--- src/design/assert_macros.svh ---
// Assertion macros used by the tap generator RTL.
`ifndef ASSERT_MACROS_SVH
`define ASSERT_MACROS_SVH
`ifndef ASSERT_OFF
`define ASSERT_IMPLIES(label, clk, rst, ante, cons, msg) \
   label: assert property (@(posedge clk) disable iff (rst) (ante) |-> (cons)) \
      else $error(msg);
`define ASSERT_NEXT(label, clk, rst, ante, cons, msg) \
   label: assert property (@(posedge clk) disable iff (rst) (ante) |=> (cons)) \
      else $error(msg);
`else
`define ASSERT_IMPLIES(label, clk, rst, ante, cons, msg)
`define ASSERT_NEXT(label, clk, rst, ante, cons, msg)
`endif
`endif

--- src/design/gktg_pkg.sv ---
// Types, constants and the exp2 root table of the tap generator.
`default_nettype none
package gktg_pkg;

   localparam int SIDE_TAPS_DEF = 8;
   localparam int QUEUE_DEPTH   = 2;
   localparam int DIV_NUM_W     = 49;
   localparam int DIV_DEN_W     = 38;
   localparam int RAW_W         = 33;
   localparam int TOT_W         = 38;

   localparam logic [23:0] OFF_MAX     = 24'h7FFFFF;
   localparam logic [15:0] WGT_MAX     = 16'hFFFF;
   localparam logic [21:0] EXP_CAP     = 22'd3145728;  // 48.0 in Q16
   localparam logic [30:0] LOG2E_Q30   = 31'd1549082005;
   localparam logic [7:0]  EXP_N_LIMIT = 8'd40;

   typedef struct packed {
      logic [12:0] image_width;
      logic [12:0] image_height;
      logic signed [15:0] dir_x;
      logic signed [15:0] dir_y;
      logic [15:0] deviation;
   } req_type;

   typedef struct packed {
      logic [3:0]         tap_index;
      logic signed [23:0] offset_x;
      logic signed [23:0] offset_y;
      logic [15:0]        weight;
      logic               last_tap;
   } rsp_type;

   // classified request as it waits between front and back
   typedef struct packed {
      logic [15:0] mag_x;
      logic        neg_x;
      logic [15:0] mag_y;
      logic        neg_y;
      logic [12:0] width;
      logic [12:0] height;
      logic [31:0] d2;
      logic [31:0] s2;
      logic        impulse;
   } job_type;

   typedef enum logic [3:0] {
      ST_IDLE, ST_AMUL, ST_ADIV, ST_AWAIT, ST_EWAIT, ST_WGO, ST_WWAIT,
      ST_XGO, ST_XWAIT, ST_YGO, ST_YWAIT, ST_PUSH
   } back_state_type;

   typedef enum logic [2:0] {
      E_IDLE, E_MUL, E_SPLIT, E_STEP, E_FIN
   } exp_state_type;

   typedef logic [16:0][31:0] exp_tab_type;

   function automatic logic [63:0] isqrt64(input logic [63:0] v);
      logic [63:0] rem;
      logic [63:0] res;
      logic [63:0] bitv;
      rem  = v;
      res  = '0;
      bitv = 64'h4000_0000_0000_0000;
      for (int j = 0; j < 32; j++) begin
         if (rem >= res + bitv) begin
            rem = rem - (res + bitv);
            res = (res >> 1) + bitv;
         end else begin
            res = res >> 1;
         end
         bitv = bitv >> 2;
      end
      return res;
   endfunction

   // entry k is 2^32 * 2^(-2^-k), built from repeated floor square roots
   function automatic exp_tab_type build_tab();
      exp_tab_type t;
      t    = '0;
      t[1] = 32'(isqrt64(64'h8000_0000_0000_0000));
      for (int k = 1; k < 16; k++) begin
         t[k+1] = 32'(isqrt64({t[k], 32'd0}));
      end
      return t;
   endfunction

   localparam exp_tab_type EXP_TAB = build_tab();

endpackage
`default_nettype wire

--- src/design/gktg_fifo.sv ---
// Small register queue used between front and back and at the result side.
`default_nettype none
module gktg_fifo
   import gktg_pkg::*;
#(
   parameter int WIDTH = 8,
   parameter int DEPTH = QUEUE_DEPTH
) (
   input  wire logic             clock,
   input  wire logic             reset,
   input  wire logic             push,
   input  wire logic [WIDTH-1:0] wdata,
   output logic                  full,
   input  wire logic             pop,
   output logic [WIDTH-1:0]      rdata,
   output logic                  empty
);
   localparam int PTR_W = (DEPTH > 1) ? $clog2(DEPTH) : 1;
   localparam int CNT_W = $clog2(DEPTH + 1);

   logic [WIDTH-1:0] mem_ff [DEPTH];
   logic [PTR_W-1:0] wr_ff, wr_in, rd_ff, rd_in;
   logic [CNT_W-1:0] cnt_ff, cnt_in;
   logic             do_push, do_pop;

   assign full    = (cnt_ff == CNT_W'(DEPTH));
   assign empty   = (cnt_ff == '0);
   assign do_push = push & ~full;
   assign do_pop  = pop & ~empty;
   assign rdata   = mem_ff[rd_ff];

   always_comb begin
      wr_in  = wr_ff;
      rd_in  = rd_ff;
      cnt_in = cnt_ff;
      if (do_push) begin
         wr_in = (wr_ff == PTR_W'(DEPTH - 1)) ? '0 : wr_ff + 1'b1;
      end
      if (do_pop) begin
         rd_in = (rd_ff == PTR_W'(DEPTH - 1)) ? '0 : rd_ff + 1'b1;
      end
      if (do_push && !do_pop) begin
         cnt_in = cnt_ff + 1'b1;
      end else if (do_pop && !do_push) begin
         cnt_in = cnt_ff - 1'b1;
      end
   end

   always_ff @(posedge clock) begin
      if (reset) begin
         wr_ff  <= '0;
         rd_ff  <= '0;
         cnt_ff <= '0;
      end else begin
         wr_ff  <= wr_in;
         rd_ff  <= rd_in;
         cnt_ff <= cnt_in;
      end
   end

   always_ff @(posedge clock) begin
      if (do_push) begin
         mem_ff[wr_ff] <= wdata;
      end
   end

endmodule
`default_nettype wire

--- config.mk ---
export PLATFORM = sky130hd
export DESIGN_NAME = gktg_fifo
export DESIGN_NICKNAME = d
export VERILOG_FILES = /design/src/design/assert_macros.svh /design/src/design/gktg_pkg.sv /design/src/design/gktg_fifo.sv
export SDC_FILE = /design/constraint.sdc
export NUM_CORES = 1
export LEC_CHECK = 0
export ABC_CLOCK_PERIOD_IN_PS = 3370
export BUFFER_PORTS_ARGS = -buffer_cell sky130_fd_sc_hd__buf_2
export CAP_MARGIN = 10
export CELL_PAD_IN_SITES_DETAIL_PLACEMENT = 1
export CELL_PAD_IN_SITES_GLOBAL_PLACEMENT = 1
export CORE_ASPECT_RATIO = 1.1
export CORE_UTILIZATION = 35
export CTS_CLUSTER_DIAMETER = 60
export DETAILED_ROUTE_END_ITERATION = 8
export GPL_ROUTABILITY_DRIVEN = 0
export PLACE_DENSITY = 0.65
export REMOVE_ABC_BUFFERS = 1
export SYNTH_ARGS = -nofsm -noshare
export SYNTH_HDL_FRONTEND = slang
export SYNTH_SLANG_ARGS = --single-unit
--- constraint.sdc ---
create_clock -name clock -period 3.37 [get_ports clock]
set_input_delay 0.674 -clock clock [delete_from_list [all_inputs] [get_ports clock]]
set_output_delay 0.674 -clock clock [all_outputs]
set_load 0.03 [all_outputs]
## After elaboration in Yosys (flattened, before gate mapping)

Memories as Yosys holds them, arrays and structs flattened. A register that Yosys moved wholly into a read port is not among the register bits.
Cells that the tools add are included.

- Flip-flop bits (word level): 4
- Bits in latches: 0
- Bits in writable memories: 16
- ROM bits: 0
- Output and inout bits: 10
- Memories: 1

Memory list:

| memory | words | bits a word | rd ports | clocked after memory_dff | write ports | RTL line | source |
|---|---|---|---|---|---|---|---|
| mem_ff | 2 | 8 | 1 | 1 | 1 | gktg_fifo.sv:21 | `logic [WIDTH-1:0] mem_ff [DEPTH];` |

- Add/sub/neg operators: 4
- Multipliers: 0
- Div/mod/pow operators: 0
- Order comparisons: 0
- Eq/ne operators: 1
- Shift-type cells: 0
- Multiplexer cells: 8
- Bitwise operators: 4
- Reduce and logical (&&, ||, !) cells: 6

Operators with widths:

| operator | count |
|---|---|
| $mux 1 | 6 |
| $mux 2 | 2 |
| $add 1x1->1 const B | 2 |
| $add 2x1->2 const B | 1 |
| $and 1x1->1 | 2 |
| $eq 2x2->1 const B | 1 |
| $logic_and 1x1->1 | 2 |
| $logic_not 1->1 | 2 |
| $logic_not 2->1 | 1 |
| $not 1->1 | 2 |
| $reduce_bool 2->1 | 1 |
| $sub 2x1->2 const B | 1 |

## Depth between registers and ports, before layout

- Depth after elaboration: 7
- Mapped depth: 6
- Depth with buffers taken out: 6

## Worst setup path after synthesis

Ideal clock, no wire load.

- Path type: in2reg
- Start point: in pop
- End point: reg cnt_ff[1]
- Setup time: 0.070 ns
- Data arrival time: 1.604 ns
- Setup slack: 1.696 ns
- Stages on the path: 4
- Cells stage by stage: o21ai_0 > ha_1 > or3_1 > a21oi_1

- Cells in the longest elaborated chain, start to end: 4
- Elaborated cells on any way between the ends: 6
- Classes of those cells: mux: 1; bitwise: 1; reduce/logical: 4

RTL lines:

| what | RTL line | source |
|---|---|---|
| from (decl) | gktg_fifo.sv:14 | `input wire logic pop,` |
| $and 1x1->1 (*) | gktg_fifo.sv:29 | `assign do_pop = pop & ~empty;` |
| $logic_not 1->1 | gktg_fifo.sv:42 | `if (do_push && !do_pop) begin` |
| $logic_and 1x1->1 | gktg_fifo.sv:42 |  |
| $mux 2 or $reduce_bool 2->1 (tied branches) | -- |  |
| to (signal assigned) | gktg_fifo.sv:57 | `cnt_ff <= cnt_in;` |
| to (decl) | gktg_fifo.sv:23 | `logic [CNT_W-1:0] cnt_ff, cnt_in;` |

Mark *: on every way between the ends. The rest lies on a longest branch, timed or not.
A chain may end at the register's enable or synchronous reset.

==> results_dict.tcl <==
set metrics [dict create \
    status "finished clean" \
    ctsRootBufferMaster "clkbuf_4" \
    coreArea_sq_um 2060 \
    tightest_slew_ns 0.406 \
    fp.dieW_microns 47.4 \
    ioPinCount 22 \
    insertion_delay_ns 0.29 \
    vias 461 \
    viasPerCell 4.52 \
    syn-cell-area_sq_um 793 \
    clkTransAtPathRegs_ns 0.11 \
    drt-total-wl_microns 1250 \
    cp-end-kind "primary output" \
    required_ns 2.70 \
    dr.pass1.iters 3 \
    period_minus_slack_ns 2.08 \
    ir_worst_vdd_mv 0.344 \
    port-buffer-count 21 \
    hpwl_microns 957 \
    grt_pass1_wl_microns 1850 \
    syn_to_final_growth_pct 20.5 \
    cts_setup_buffers 0 \
    maxSlewViolCount 0 \
    initial_core_util 0.384 \
    drc 0 \
    num_rows 17 \
    synth_cell_type_count 13 \
    track_usage 0.114 \
    tns_ns 0 \
    rr_startpoint "cnt_ff[0]" \
    htree_levels 1 \
    numCtsBuffers 3 \
    cts_tree "built" \
    synthCells 50 \
    finalClockSkew_ns 0.00589 \
    fin_util 0.463 \
    drive_gt1_frac 0.459 \
    nets 88 \
    clock_sinks 21 \
    stdcell_area_sq_um 956 \
    chipHeight_microns 51.9 \
    regToRegSetupSlack_ns 1.80 \
    timing.fmax_mhz 482 \
    r2r-end "cnt_ff[1]" \
    grt_max_degree 13 \
    p_per_area_nw_per_um2 781 \
    startpoint_type "flip-flop" \
    relSlewSlack 0.730 \
    endpoint "rdata[3]" \
    antenna_left 0 \
    wl_per_cell_microns 12.3 \
    ys_seq_area_frac 0.732 \
    critPathArrivalTime_ns 1.40 \
    setup_viol 0 \
    diodes 0 \
    worstPathMaxFanout 8 \
    cap_violations 0 \
    power_leakage_nw 0.381 \
    cts_resized 0 \
    synth_area_per_cell_sq_um 15.9 \
    post-route-period-util 0.616 \
    grt_pass1_vias 461 \
    die_area_sq_um 2460 \
    hold_viol_final 0 \
    worstSetupPathType "flip-flop to primary output" \
    hold_class "flip-flop to flip-flop" \
    first_iter_violations 2 \
    yosysWarnings 0 \
    ys_ff_latch 21 \
    dpl_cell_area_sq_um 928 \
    rsz0062_at_grt "false" \
    r2r_cells 4 \
    clock_path_buffers 2 \
    antenna_found_initial 0 \
    overflow 0 \
    cts_hold_buffers 0 \
]
-- cells in the final DEF, fill, tap and decap left out --
cell and n:
or3_1 2, clkinv_2 1, clkbuf_4 3, ha_1 1, inv_1 2, nor2_1 5
edfxtp_1 16, xor2_1 3, buf_2 21, o21ai_0 3, nor2b_2 1, mux2_2 8
a21oi_1 2, dfxtp_1 5, and2_1 1
-- final cells by class --
| class | instances | area, sq um |
|---|---|---|
| clock inverter | 1 | 5.00 |
| sequential | 21 | 581 |
| multi-input combinational | 26 | 200 |
| tap | 28 | 35.0 |
| clock buffer | 3 | 22.5 |
| fill | 229 | 1110 |
| timing repair buffer | 21 | 105 |
| inverter | 2 | 7.51 |
-- where the power goes --
group          internal, mW  switching [mW]  total (mW)
registers             0.330          0.0335       0.364
logic                 0.102           0.168       0.270
clock network        0.0441          0.0689       0.113
-- metrics by stage --
| stage | instances | hold slack, ns | total power, mW | setup WS, ns |
|---|---|---|---|---|
| 6_report | 102 | 0.505 | 0.747 | 1.29 |
| 5_1_grt | 102 | 0.534 | 0.792 | 1.19 |
| 4_1_cts | 102 | 0.511 | 0.759 | 1.26 |
| 3_5_place_dp | 98 | 0.492 | 0.644 | 1.53 |
| 3_3_place_gp | 98 | 0.482 | 0.637 | 1.56 |
| 2_1_floorplan | 49 | 0.452 | 0.570 | 1.70 |
-- logic make-up after synthesis --
family | count (synthesis) | synth area share
multiplexers | 8 | 0.114
buffers and inverters | 3 | 0.0158
AO/OA/AOI/OAI | 5 | 0.0315
XOR/XNOR | 3 | 0.0331
adder cells (fa/ha/maj) | 1 | 0.0158
flip-flops | 21 | 0.732
AND/OR/NAND/NOR | 9 | 0.0584
-- metal layers --
layer	vias to the layer above	wire length, microns	GRT usage
met3	2	74	0.0313
met4	0	14	0.0571
met5	-	0	0
li1	228	-	-
met1	216	518	0.0968
met2	15	646	0.221
-- flip-flops by register name, summed over array words and instances, names as in the netlist, named ones only --
| name | cells |
|---|---|
| wr_ff | 1 |
| mem_ff | 16 |
| cnt_ff | 2 |
| rd_ff | 1 |
-- worst min-delay path by stage --
stage                     start  endpoint  slack [ns]  cells past startpoint
after global placement    wr_ff     wr_ff        0.48                      2
after CTS                 wr_ff     wr_ff        0.51                      2
final                     wr_ff     wr_ff        0.50                      2
after floorplan           wr_ff     wr_ff        0.45                      2
after detailed placement  wr_ff     wr_ff        0.49                      2
after global routing      wr_ff     wr_ff        0.53                      2
-- worst max-delay path, cell delays in order, from the launching register on --
cell and delay (ns):
dfxtp_1 0.55, mux2_2 0.39, buf_2 0.18
-- cells in the mapped netlist (all sizes together) --
library cell  count  share of area
a21oi             2          0.013
and2              1         0.0079
buf               1         0.0063
dfxtp             5           0.13
edfxtp           16           0.61
ha                1          0.016
inv               2         0.0095
mux2              8           0.11
nor2              5          0.024
nor2b             1          0.011
o21ai             3          0.019
or3               2          0.016
xor2              3          0.033
Power figures use the tool's default switching activity.
