File: config.mk
export PLATFORM = sky130hd
export DESIGN_NAME = gktg_front
export DESIGN_NICKNAME = d
export VERILOG_FILES = /design/src/design/assert_macros.svh /design/src/design/gktg_pkg.sv /design/src/design/gktg_front.sv
export SDC_FILE = /design/constraint.sdc
export NUM_CORES = 1
export LEC_CHECK = 0
export BUFFER_PORTS_ARGS = -buffer_cell sky130_fd_sc_hd__buf_2
export CAP_MARGIN = 20
export CORE_UTILIZATION = 35
export DETAILED_ROUTE_END_ITERATION = 7
export SLEW_MARGIN = 20
export SYNTH_ARGS = -nofsm -noshare
export SYNTH_HDL_FRONTEND = slang
export SYNTH_SLANG_ARGS = --single-unit
File: constraint.sdc
create_clock -name vclk -period 24.6
set_clock_uncertainty 0.2 [all_clocks]
set_input_delay 4.92 -clock vclk [all_inputs]
set_output_delay 4.92 -clock vclk [all_outputs]
set_load 0.005 [all_outputs]
File: src/design/assert_macros.svh
// Assertion macros used by the tap generator RTL.
`ifndef ASSERT_MACROS_SVH
`define ASSERT_MACROS_SVH
`ifndef ASSERT_OFF
`define ASSERT_IMPLIES(label, clk, rst, ante, cons, msg) \
   label: assert property (@(posedge clk) disable iff (rst) (ante) |-> (cons)) \
      else $error(msg);
`define ASSERT_NEXT(label, clk, rst, ante, cons, msg) \
   label: assert property (@(posedge clk) disable iff (rst) (ante) |=> (cons)) \
      else $error(msg);
`else
`define ASSERT_IMPLIES(label, clk, rst, ante, cons, msg)
`define ASSERT_NEXT(label, clk, rst, ante, cons, msg)
`endif
`endif

File: src/design/gktg_pkg.sv
// Types, constants and the exp2 root table of the tap generator.
`default_nettype none
package gktg_pkg;

   localparam int SIDE_TAPS_DEF = 8;
   localparam int QUEUE_DEPTH   = 2;
   localparam int DIV_NUM_W     = 49;
   localparam int DIV_DEN_W     = 38;
   localparam int RAW_W         = 33;
   localparam int TOT_W         = 38;

   localparam logic [23:0] OFF_MAX     = 24'h7FFFFF;
   localparam logic [15:0] WGT_MAX     = 16'hFFFF;
   localparam logic [21:0] EXP_CAP     = 22'd3145728;  // 48.0 in Q16
   localparam logic [30:0] LOG2E_Q30   = 31'd1549082005;
   localparam logic [7:0]  EXP_N_LIMIT = 8'd40;

   typedef struct packed {
      logic [12:0] image_width;
      logic [12:0] image_height;
      logic signed [15:0] dir_x;
      logic signed [15:0] dir_y;
      logic [15:0] deviation;
   } req_type;

   typedef struct packed {
      logic [3:0]         tap_index;
      logic signed [23:0] offset_x;
      logic signed [23:0] offset_y;
      logic [15:0]        weight;
      logic               last_tap;
   } rsp_type;

   // classified request as it waits between front and back
   typedef struct packed {
      logic [15:0] mag_x;
      logic        neg_x;
      logic [15:0] mag_y;
      logic        neg_y;
      logic [12:0] width;
      logic [12:0] height;
      logic [31:0] d2;
      logic [31:0] s2;
      logic        impulse;
   } job_type;

   typedef enum logic [3:0] {
      ST_IDLE, ST_AMUL, ST_ADIV, ST_AWAIT, ST_EWAIT, ST_WGO, ST_WWAIT,
      ST_XGO, ST_XWAIT, ST_YGO, ST_YWAIT, ST_PUSH
   } back_state_type;

   typedef enum logic [2:0] {
      E_IDLE, E_MUL, E_SPLIT, E_STEP, E_FIN
   } exp_state_type;

   typedef logic [16:0][31:0] exp_tab_type;

   function automatic logic [63:0] isqrt64(input logic [63:0] v);
      logic [63:0] rem;
      logic [63:0] res;
      logic [63:0] bitv;
      rem  = v;
      res  = '0;
      bitv = 64'h4000_0000_0000_0000;
      for (int j = 0; j < 32; j++) begin
         if (rem >= res + bitv) begin
            rem = rem - (res + bitv);
            res = (res >> 1) + bitv;
         end else begin
            res = res >> 1;
         end
         bitv = bitv >> 2;
      end
      return res;
   endfunction

   // entry k is 2^32 * 2^(-2^-k), built from repeated floor square roots
   function automatic exp_tab_type build_tab();
      exp_tab_type t;
      t    = '0;
      t[1] = 32'(isqrt64(64'h8000_0000_0000_0000));
      for (int k = 1; k < 16; k++) begin
         t[k+1] = 32'(isqrt64({t[k], 32'd0}));
      end
      return t;
   endfunction

   localparam exp_tab_type EXP_TAB = build_tab();

endpackage
`default_nettype wire

File: src/design/gktg_front.sv
// Request intake: magnitudes, signs, squared terms and size clamp.
`default_nettype none
module gktg_front
   import gktg_pkg::*;
(
   input  wire logic    req_push,
   input  wire req_type req_data,
   input  wire logic    job_full,
   output logic         job_push,
   output job_type      job_word
);
   logic neg_x, neg_y;
   logic [15:0] mag_x, mag_y;

   assign neg_x = req_data.dir_x[15];
   assign neg_y = req_data.dir_y[15];
   assign mag_x = neg_x ? 16'(-req_data.dir_x) : 16'(req_data.dir_x);
   assign mag_y = neg_y ? 16'(-req_data.dir_y) : 16'(req_data.dir_y);

   assign job_push = req_push & ~job_full;

   always_comb begin
      job_word.mag_x   = mag_x;
      job_word.neg_x   = neg_x;
      job_word.mag_y   = mag_y;
      job_word.neg_y   = neg_y;
      job_word.width   = (req_data.image_width == '0) ? 13'd1 : req_data.image_width;
      job_word.height  = (req_data.image_height == '0) ? 13'd1 : req_data.image_height;
      job_word.d2      = (32'(mag_x) * 32'(mag_x)) + (32'(mag_y) * 32'(mag_y));
      job_word.s2      = 32'(req_data.deviation) * 32'(req_data.deviation);
      job_word.impulse = (req_data.deviation == '0);
   end

endmodule
`default_nettype wire

# Word-level counts from Yosys, hierarchy flattened
# Index checks and enable logic that the tools add are counted.
# word_totals
regBits	0
latchBits	0
ramBits	0
romBits	0
out_inout_bits	126
wordCells	15
memories	0
# classes
add_sub_neg	3
n_mul	3
div	0
n_lt_le_gt_ge	0
eq_ne	0
shifts	0
mux	4
bitwise_logic	2
reduce_logical	3
# op_table
cell	count
multiplier 16 x 16 -> 32 bit	3
adder 32 bit	1
two-way mux 16 bit	2
negator 16 bit	2
zero test 13 bit	2
two-way mux 13 bit	2
zero test 16 bit	1
AND 1 bit	1
inverter 1 bit	1

# Logic depth before layout (Yosys ltp)
# Gate-level depths: netlist of the first run.
# logic_depth
ltp_word	4
depth_mapped	34
depth_no_buf	32

# Worst setup path after synthesis of the first run
# OpenSTA, ideal clock, no wires.
# synth_path
path_type	input port to output port
start	input port req_data[16] (netlist name)
end	output port job_word[63] (netlist name)
arrival_time_ps	12935
required_time_ps	19480
path_slack_ps	6545
stages	30
n_path_buf	1
cell_sequence	inv_2 > clkbuf_1 > ha_1 > nand2_1 > or3_1 > o31ai_1 > xor2_1 > clkinv_1 > nand2_1 > fa_1 > fa_1 > inv_1 > fa_1 > inv_1 > fa_1 > inv_1 > fa_1 > fa_1 > fa_1 > inv_1 > fa_1 > inv_1 > ha_1 > a21o_1 > a41oi_1 > o2111a_1 > nor4_1 > o21a_1 > o31a_1 > o311ai_1
# synth_lines
element	line_no	rtl
start, declared	gktg_front.sv:7	input wire req_type req_data,
end, declared	gktg_front.sv:10	output job_type job_word

==> run metrics, run 1 <==
Final HPWL DP=46.6 mm; sequential cells=0; post-route ant nets=0; GR Overflow Total=0; total wire length=52.2 mm; Syn. warnings=0; DRT iter0 DRCs=740; gr usage total=0.169; Rel. slew slack=0.273; Initial Util=0.353; Crit path required time=19.48 ns; synthesized area=22200 sq um; sequential share of the synthesized area=0; Layout Area Growth over Synthesis=9.03%; MaxCap Viol Count=0; die width=254 microns; WL per Instance=14.9 microns; Die ar.=64500 sq um; Setup TNS=0 ns; Tcrit/Tclk final=0.805; # rows=92; status=completed; Final setup violation count=0; CP Capture Type=output pin; Avg Cell Area, Syn=8.98 sq um; core footprint=63000 sq um; GP Congestion=0.873; initial antenna violation count=0; vias in the first global route=17241; worst-path fanout max=17; share of cells above drive strength 1=0.0971; Vias/cell=4.64; final-layout clock buffer total=0; Max Slew Vio Count=0; hold buffer count at CTS=0; total vias in the final route=16214; CP Launch Type=input port; DR pass1 iterations=5; RSZ-0062 raised after global routing=false; first-pass GRT wire length=86.7 mm; I/O Buffers=201; Netlist cell types=79; CTS resizes=0; Final min period=19.81 ns; CP arrival=14.69 ns; nets=3558; DRC Markers=0; critical path's most frequent cell=fa_1; num ports=202; Hold Fails Final Rpt=0; Slew @ Worst Pin=1.09 ns; Die H=254 microns; register area=0 sq um; post-CTS setup buffers=0; ANT cells=0; cells after synthesis=2475; Fmax=0.0505 GHz; filler cell count in the final layout=6492; Crit-path slowest cell=xor2_1; Worst Setup Path Type=input port to output pin; largest net degree at the start of global routing=20; worst hold path class=input port to output pin; slowest stage delay, CP=0.88 ns
-- logic make-up after synthesis --
group	synth area share
buffers and inverters	0.144
adder cells (fa/ha/maj)	0.654
AND/OR/NAND/NOR	0.103
AO/OA/AOI/OAI	0.0570
XOR/XNOR	0.0401
multiplexers	0.00152
other	0.000338
-- worst max-delay path: cells and delay by family --
kind | cells | cell delay, ns
buf+inv | 9 | 1.51
simple gates | 4 | 0.83
xor+xnor | 1 | 0.88
compound gates | 7 | 2.10
fa+ha+maj | 10 | 4.45
-- per-stage QoR --
stage,instance area (sq um),util,hold WS [ns],std cells,setup WS [ns]
after detailed placement,24200,0.385,9.82,3493,4.95
after floorplan,22300,-,9.67,2498,6.55
after global placement,24200,0.385,9.82,3492,5.08
after global routing,24200,0.385,9.83,3493,4.33
after CTS,24200,0.385,9.82,3493,4.92
final,24200,0.385,9.82,3493,4.79
-- cell usage in the layout (no fill, tap or decap), types with 4 or more instances in the layout --
cell type	n
a21o_1	27
nor3_1	9
or3_1	4
buf_4	18
and2_1	53
buf_2	202
conb_1	25
fa_1	548
xnor2_1	65
inv_1	754
nand3_1	14
o21a_1	10
a21oi_1	49
and3_1	6
o21bai_1	7
nor4_1	12
xor2_1	31
nand2b_1	12
o21ai_0	27
nor2b_1	12
a31o_2	4
o31ai_1	13
o211ai_1	5
clkinv_1	6
nor2_1	170
inv_2	8
a31oi_1	6
nand2_1	190
ha_1	285
-- path summary, 6_finish.rpt --
| check | depth (start not counted) | endpoint | startpoint | slack (ns) |
|---|---|---|---|---|
| worst max-delay path | 31 | job_word[63] | req_data[16] | 4.79 |
| worst min-delay path | 2 | job_word[66] | req_data[49] | 9.82 |
-- Yosys cell counts (all sizes together), types with 5 or more instances --
master | instances | area (sq um)
or3 | 5 | 36.3
a21o | 27 | 203
o21ai | 29 | 149
o31ai | 13 | 97.6
fa | 548 | 11000
inv | 762 | 2860
o21a | 10 | 75.1
nor4 | 13 | 87.6
nand3 | 14 | 70.1
xor2 | 33 | 297
buf | 8 | 61.3
a31oi | 6 | 37.5
nand2 | 191 | 719
o211ai | 5 | 37.5
nor2 | 173 | 657
nand2b | 12 | 75.1
nor2b | 12 | 75.1
clkbuf | 63 | 236
and3 | 6 | 37.5
a21oi | 49 | 245
o21bai | 7 | 52.6
and2 | 53 | 332
nor3 | 9 | 45.0
xnor2 | 67 | 594
ha | 285 | 3570
clkinv | 8 | 36.3
-- layout make-up --
type / count / area (sq um) / share of cell area
inverters: 770 / 2900 / 0.119
multi-input cells: 1657 / 19100 / 0.790
well taps: 846 / 1060 / 0.0437
repair buffers: 220 / 1150 / 0.0473
-- metal layers --
layer	up-vias	GRT usage	wire length (microns)
li1	7591	-	-
met1	8212	0.239	23300
met2	385	0.290	25400
met3	26	0.0174	3050
met4	0	0.0133	465
met5	-	0	0
Power of run 1 is not shown: default switching activity piles up to over one toggle a cycle in this logic, so the estimate is an artifact.
==> run 2: changes to the inputs <==
--- a/config.mk
+++ b/config.mk
@@ -5,6 +5,7 @@
 export SDC_FILE = /design/constraint.sdc
 export NUM_CORES = 1
 export LEC_CHECK = 0
+export ABC_AREA = 1
 export BUFFER_PORTS_ARGS = -buffer_cell sky130_fd_sc_hd__buf_2
 export CAP_MARGIN = 20
 export CORE_UTILIZATION = 35
==> constraint.sdc (replaced) <==
create_clock -name vclk -period 17.75
set_clock_uncertainty 0.2 [all_clocks]
set_input_delay 3.55 -clock vclk [all_inputs]
set_output_delay 3.55 -clock vclk [all_outputs]
set_load 0.005 [all_outputs]
==> run metrics, run 2 <==
status=completed; Final setup violation count=0 (unchanged); vias in the first global route=18656 (+8.2%); Die ar.=68600 sq um (+6.3%); die width=262 microns (+3.1%); cells after synthesis=2872 (+16%); share of cells above drive strength 1=0.104 (+0.00730); CP Capture Type=output pin; Die H=262 microns (+3.1%); Synth top area share=0.464 (-0.0294); largest family of logic cells by synthesized area=adder cells; Final HPWL DP=54.0 mm (+16%); leading post-synthesis cells by cell area=fa_1 46%, ha_1 15%, inv_1 14%; DR pass1 iterations=6 (+1); most frequent cells after synthesis=900 x inv_1, 548 x fa_1, 423 x nand2_1; Post-Synth Adder-Cell Area=0.615 (-0.0394); Tcrit/Tclk final=0.895; worst-path fanout max=13 (-4); filler cell count in the final layout=6981 (+7.5%); GR Overflow Total=0 (unchanged); Synth Area in Simple Gates=0.147 (+0.0437); Synth Area in XOR/XNOR=0.0293 (-0.0108); mux cell area share after synthesis=0 (-0.00152); Rel. slew slack=0.295 (+0.0218); area leader, netlist=fa_1; Setup TNS=0 ns (unchanged); GP Congestion=0.920 (+5.5%); most frequent cells in the layout=900 x inv_1, 548 x fa_1, 423 x nand2_1; most common cell after layout, fill and taps aside=inv_1; Final min period=15.88 ns; sum of buffers and inverters on the critical path=11 (+2); Netlist cell types=59 (-25%); Hold Fails Final Rpt=0 (unchanged); DRT iter0 DRCs=988 (+34%); compound-gate portion of the synthesized area=0.0414 (-0.0156); MaxCap Viol Count=0 (unchanged); hold buffer count at CTS=0 (unchanged); I/O Buffers=201 (unchanged); CP arrival=12.13 ns (-2.56 ns); WL per Instance=15.5 microns (+3.7%); initial antenna violation count=0 (unchanged); sequential share of the synthesized area=0 (unchanged); total wire length=60.0 mm (+15%); most numerous cell in the Yosys netlist=inv_1; final-layout clock buffer total=0 (unchanged); Fmax=0.0630 GHz; gr usage total=0.182 (+0.0129); post-route ant nets=0 (unchanged); Slew @ Worst Pin=1.06 ns (-0.0291 ns); post-CTS setup buffers=0 (unchanged); # rows=94 (+2.2%); total vias in the final route=17783 (+9.7%); slowest stage delay, CP=0.60 ns (-0.28 ns); num ports=202 (unchanged); Layout Area Growth over Synthesis=7.31%; sequential cells=0 (unchanged); Vias/cell=4.59 (-1.1%); Max Slew Vio Count=0 (unchanged); Worst Setup Path Type=input port to output pin; Crit-path slowest cell=inv_1; first-pass GRT wire length=98.7 mm (+14%); CP delay by family, top=adder cells; nets=3919 (+10%); Crit path required time=14.00 ns (-5.48 ns); largest net degree at the start of global routing=20 (unchanged); worst hold slack=7.08 ns (-2.74 ns); CP Launch Type=input port; Syn. warnings=0 (unchanged); synthesized area=23600 sq um (+6.3%); DRC Markers=0 (unchanged); critical path's most frequent cell=inv_1; ANT cells=0 (unchanged); worst hold path class=input port to output pin; Initial Util=0.356 (+0.00329); CTS resizes=0 (unchanged); Avg Cell Area, Syn=8.23 sq um (-8.4%); core footprint=66300 sq um (+5.3%); register area=0 sq um (unchanged); RSZ-0062 raised after global routing=false
## run 2: area by class of cell
cell class | count | area (sq um) | share of cell area
inverter | 927 | 3490 | 0.137
timing repair buffer | 204 | 1030 | 0.0405
multi-input combinational | 1877 | 19800 | 0.779
tap | 864 | 1080 | 0.0426
## run 2: cells by family after synthesis
logic type,count (synthesis)
AOI/OAI and AO/OA,164
buffers and inverters,1018
xor gates and xnor gates,76
and+or+nand+nor,779
adders and majority gates,833
other,2
## run 2: final timing paths
kind                         start           end  cells past startpoint
worst min-delay path  req_data[59]  job_word[76]                      2
worst max-delay path  req_data[32]  job_word[54]                     32
## run 2: routing by layer
metal  share of wire  wire length (microns)  vias up  track usage
met2            0.48                  28700      385        0.306
met3           0.047                   2830       39       0.0145
li1                -                      -     8495            -
met4           0.014                    830        0       0.0233
met5               0                      0        -            0
met1            0.46                  27700     8864        0.262
## run 2: through the flow
step / worst slack (ns) / utilization / instance area (sq um) / cells
global route: 1.45 / 0.382 / 25400 / 3872
detailed placement: 1.98 / 0.382 / 25400 / 3872
floorplan: 3.50 / - / 23700 / 2895
finish: 1.87 / 0.382 / 25400 / 3872
global placement: 2.00 / 0.382 / 25400 / 3872
CTS: 1.89 / 0.382 / 25400 / 3872
Power of run 2 is left out for the same reason.
